File: src/hdl/bcmr_pkg.sv
// Shared types, constants and helpers for the box collision move resolver.
package bcmr_pkg;

    localparam int MAX_ENTRIES = 64;
    localparam int COORD_BITS  = 16;
    localparam int DIM_W       = 15;
    localparam int IDX_FIELD_W = 6;
    localparam int FUNC_W      = 2;
    localparam int IDX_W       = $clog2(MAX_ENTRIES);
    localparam int SKIP_W      = (IDX_W > IDX_FIELD_W) ? IDX_W : IDX_FIELD_W;
    localparam int SUM_W       = ((COORD_BITS > DIM_W) ? COORD_BITS : DIM_W) + 3;
    localparam int OFF_W       = COORD_BITS + 1;

    typedef logic signed [COORD_BITS-1:0]  t_coord;
    typedef logic        [DIM_W-1:0]       t_dim;
    typedef logic signed [SUM_W-1:0]       t_sum;
    typedef logic signed [OFF_W-1:0]       t_off;
    typedef logic        [IDX_W-1:0]       t_idx;
    typedef logic        [IDX_FIELD_W-1:0] t_idx_field;

    typedef enum logic [FUNC_W-1:0] {
        FUNC_WRITE = 2'd0,
        FUNC_MOVE  = 2'd1,
        FUNC_FIND  = 2'd2
    } t_func;

    typedef enum logic [1:0] {
        ST_IDLE,
        ST_SCAN,
        ST_OUT
    } t_state;

    typedef struct packed {
        logic [FUNC_W-1:0] func;
        t_idx_field        index;
        logic              entry_present;
        t_coord            box_left;
        t_coord            box_top;
        t_dim              box_width;
        t_dim              box_height;
        t_coord            cur_x;
        t_coord            cur_y;
        t_coord            next_x;
        t_coord            next_y;
    } t_cmd;

    typedef struct packed {
        t_coord     final_x;
        t_coord     final_y;
        logic       hit_found;
        t_idx_field hit_index;
    } t_result;

    typedef struct packed {
        t_coord left;
        t_coord top;
        t_dim   width;
        t_dim   height;
    } t_entry;

    typedef struct packed {
        logic load;
        logic wr;
        logic step;
        logic advance;
        logic finish;
    } t_dp_cmd;

    typedef struct packed {
        logic hit;
        logic more;
        logic last;
        logic find;
    } t_dp_stat;

    function automatic t_sum sx_coord(input t_coord v);
        return t_sum'(v);
    endfunction

    function automatic t_sum zx_dim(input t_dim v);
        return t_sum'({1'b0, v});
    endfunction

endpackage

File: src/hdl/bcmr_ctrl.sv
// Controller: accepts words, sequences the table scan and raises the result strobe.
module bcmr_ctrl (
    input  logic                        i_clk,
    input  logic                        i_rst_n,
    input  logic                        i_start,
    input  logic [bcmr_pkg::FUNC_W-1:0] i_func,
    input  bcmr_pkg::t_dp_stat          i_stat,
    output bcmr_pkg::t_dp_cmd           o_ctl,
    output logic                        o_busy,
    output logic                        o_result_valid
);
    import bcmr_pkg::*;

    t_state r_state, n_state;

    always_ff @(posedge i_clk) begin
        if (!i_rst_n) begin
            r_state <= ST_IDLE;
        end else begin
            r_state <= n_state;
        end
    end

    always_comb begin
        n_state = r_state;
        o_ctl   = '0;
        unique case (r_state)
            ST_IDLE: begin
                if (i_start) begin
                    if (i_func == FUNC_WRITE) begin
                        o_ctl.wr = 1'b1;
                    end else if (i_func == FUNC_MOVE || i_func == FUNC_FIND) begin
                        o_ctl.load = 1'b1;
                        n_state    = ST_SCAN;
                    end
                end
            end
            ST_SCAN: begin
                if (i_stat.find) begin
                    if (i_stat.hit || i_stat.last) begin
                        o_ctl.finish = 1'b1;
                        n_state      = ST_OUT;
                    end else begin
                        o_ctl.advance = 1'b1;
                    end
                end else begin
                    o_ctl.step = i_stat.hit;
                    if (i_stat.hit && i_stat.more) begin
                        n_state = ST_SCAN;
                    end else if (i_stat.last) begin
                        o_ctl.finish = 1'b1;
                        n_state      = ST_OUT;
                    end else begin
                        o_ctl.advance = 1'b1;
                    end
                end
            end
            ST_OUT: begin
                n_state = ST_IDLE;
            end
            default: begin
                n_state = ST_IDLE;
            end
        endcase
    end

    assign o_busy         = r_state != ST_IDLE;
    assign o_result_valid = r_state == ST_OUT;

endmodule

File: config.mk
export PLATFORM = sky130hd
export DESIGN_NAME = bcmr_ctrl
export DESIGN_NICKNAME = d
export VERILOG_FILES = /design/src/hdl/bcmr_pkg.sv /design/src/hdl/bcmr_ctrl.sv
export SDC_FILE = /design/constraint.sdc
export NUM_CORES = 1
export LEC_CHECK = 0
export BUFFER_PORTS_ARGS = -buffer_cell sky130_fd_sc_hd__buf_2
export CORE_AREA = 8 8 45 47
export CTS_CLUSTER_DIAMETER = 30
export DETAILED_ROUTE_END_ITERATION = 8
export DIE_AREA = 0 0 53 55
export PLACE_DENSITY = 0.39
export SETUP_SLACK_MARGIN = 0.2
export SLEW_MARGIN = 10
export SYNTH_ARGS = -nofsm -noshare
export SYNTH_HDL_FRONTEND = slang
export SYNTH_SLANG_ARGS = --single-unit
File: constraint.sdc
create_clock -name i_clk -period 1.24 [get_ports i_clk]
set_input_delay 0.31 -clock i_clk [delete_from_list [all_inputs] [get_ports i_clk]]
set_output_delay 0.31 -clock i_clk [all_outputs]
set_load 0.005 [all_outputs]
==> results.py <==
metrics = {
    "cts": {
        "cts.reportedPaths.clkPinSlew_ns": 0.03,
        "cts_hold_buf": 0,
        "cts.htree.levels": 1,
        "cts_inserted_buffers": 3,
        "clk_path_buf_depth": 2,
        "cts_tree": "done",
        "clockRootBuffer": "clkbuf_4",
        "clk_latency_ns": 0.22,
        "cts_sinks": 2,
    },
    "worst_setup_path": {
        "crit_path_end_kind": "output port",
        "r2r_start": "r_state[0]",
        "cp_max_fo": 3,
        "crit_path_start": "r_state[0]",
        "slowest_stage": "dfxtp_4",
        "required_ns": 0.93,
        "crit_type": "flip-flop to output port",
        "path_cells": "nor2_4 -> and3_4 -> buf_6",
        "crit_arrival_ns": 0.97,
        "reg2regPathDepth": 5,
        "r2r_end": "r_state[0]",
        "startpoint_type": "flip-flop",
        "reg2reg_slack_ns": 0.14,
        "cp_slowest_stage_delay_ns": 0.35,
    },
    "run_status": {
        "violations": "setup timing",
        "outcome": "finished with violations",
    },
    "global_routing": {
        "grt_pass1_vias": 257,
        "antenna_found_initial": 0,
        "grt_first_pass_wirelength_um": 952,
        "grt_usage": 0.0409,
        "grt_overflow_total": 0,
        "grt_max_degree": 5,
    },
    "timing": {
        "slew_headroom": 0.866,
        "setup_viol": 4,
        "setup_tns_ns": -0.102,
        "fin_ws_ns": -0.0422,
        "drv_slew": 0,
        "period_needed_ns": 1.28,
        "skew_ns": 0.000226,
        "clock.fmax_ghz": 0.780,
        "rsz0062_at_grt": "yes",
        "worst_hold_slack_ns": 0.370,
        "finalHoldViolCount": 0,
        "min_period_over_period": 1.03,
        "tightest_slew_ns": 0.200,
    },
    "power": {
        "ir_drop_mv": 0.270,
        "power_leakage_uw": 0.000197,
        "p_total_uw": 311,
        "powerDensity_nw_per_um2": 820,
    },
    "yosys": {
        "ys_seq_elements": 2,
        "synthCells": 21,
        "syn_nets": 31,
        "ys_types": 14,
        "syn_area_per_cell_sq_um": 7.63,
        "ys_seq_area_frac": 0.250,
        "syn_area_sq_um": 160,
        "synth_warnings": 0,
    },
    "floorplan": {
        "die_width_um": 53,
        "fp.dieH_um": 55,
        "rows": 14,
        "io_pins": 16,
        "start_util": 0.116,
        "die_area_sq_um": 2920,
        "core_region_area_sq_um": 1380,
    },
    "cells_and_area": {
        "largest_register_ffs": 2,
        "reg_top3": "r_state: 2 flops",
        "num-nets-final": 55,
        "instances_no_fill": 59,
        "syn_to_final_growth_pct": 137,
        "antenna_cells": 0,
        "drive_gt1_frac": 0.791,
        "top_register": "r_state",
    },
    "detailed_routing": {
        "drt_first_pass_iters": 4,
        "dr_total_vias": 231,
        "drcViolationCount": 0,
        "dr.first_iter.drc_count": 17,
        "totalWireLength_um": 566,
        "wl_per_cell_um": 9.59,
        "vias_per_cell": 3.92,
        "postRouteAntennaNets": 0,
    },
    "min_path": {
        "hold_end": "r_state[0]",
        "hold_depth": 2,
        "worst_hold_path_type": "primary input to flip-flop",
        "min_from": "i_rst_n",
    },
    "place": {
        "hpwl_um": 472,
        "gp_routability_congestion": 0.715,
        "dpl.cell_count": 54,
        "io_buffers": 15,
    },
    "flow_run": {
        "cap_violations": 0,
    },
}
-- stage by stage --
| step | cell area (sq um) | setup WS, ns | util |
|---|---|---|---|
| 6_report | 379 | -0.0422 | 0.274 |
| 5_1_grt | 379 | -0.0851 | 0.274 |
| 4_1_cts | 372 | -0.0465 | 0.269 |
| 3_5_place_dp | 298 | -0.0253 | 0.215 |
| 3_3_place_gp | 298 | -0.0240 | 0.215 |
| 2_1_floorplan | 188 | 0.202 | - |
-- worst max-delay path by stage --
stage,endpoint,cells past startpoint
final,o_ctl[4],3
after floorplan,o_ctl[4],3
after global routing,o_ctl[2],3
after CTS,o_ctl[2],3
after global placement,o_ctl[4],5
after detailed placement,o_ctl[4],5
-- routing by layer --
layer	track usage	vias up	share of wire
met3	0.0134	0	0.14
met2	0.0605	18	0.37
li1	-	115	-
met1	0.0498	98	0.49
met5	0	-	0
met4	0.0259	0	0
-- cell type report --
class	count	area [sq um]
Fill cell	153	1000
Multi-Input combinational cell	15	148
Timing Repair Buffer	19	124
Sequential cell	2	45.0
Clock buffer	3	22.5
Inverter	4	20.0
Tap cell	16	20.0
-- where the power goes --
part / total [uW] / internal [uW] / switching, uW / leakage [uW]
clock network: 140 / 106 / 33.7 / 0.0000138
logic: 98.3 / 60.1 / 38.2 / 0.000166
registers: 72.4 / 67.7 / 4.65 / 0.0000175
-- critical path: cells and delay by family, from the launching register on --
kind	cells	cell delay (ns)
DFF	1	0.35
buffers and inverters	1	0.09
and+or+nand+nor	2	0.31
-- synth_stat cells (all sizes together) --
| library cell | number | area (sq um) |
|---|---|---|
| dfxtp | 2 | 40.0 |
| nand2 | 1 | 3.75 |
| a32o | 1 | 10.0 |
| and3 | 2 | 12.5 |
| nand2b | 1 | 6.26 |
| o21a | 1 | 7.51 |
| nor2 | 2 | 7.51 |
| nor3 | 1 | 5.00 |
| nor3b | 2 | 15.0 |
| nor2b | 2 | 12.5 |
| a22oi | 1 | 12.5 |
| inv | 4 | 15.0 |
| ha | 1 | 12.5 |
-- kinds of logic (layout without fill, tap and decap cells) --
| family | after synthesis | in the layout | share of synthesized area |
|---|---|---|---|
| compound gates | 3 | 3 | 0.188 |
| fa+ha+maj | 1 | 1 | 0.0781 |
| buf+inv | 4 | 26 | 0.0937 |
| flops | 2 | 2 | 0.250 |
| simple gates | 11 | 11 | 0.391 |
-- cell usage in the layout (no fill, tap or decap), types with 2 or more instances in the layout --
| cell type | n |
|---|---|
| nor2b_1 | 2 |
| inv_4 | 2 |
| buf_6 | 3 |
| buf_4 | 4 |
| clkbuf_4 | 3 |
| buf_2 | 12 |
-- repair_timing --
action / 4_1_cts / 5_1_grt
pin swaps: 5 / 2
gates cloned: 0 / 0
hold endpoints to repair: 0 / 0
setup endpoints to repair: 7 / 8
resized for setup: 8 / 2
buffers inserted: 2 / 0
No activity file was read; power rests on OpenSTA's default activity.
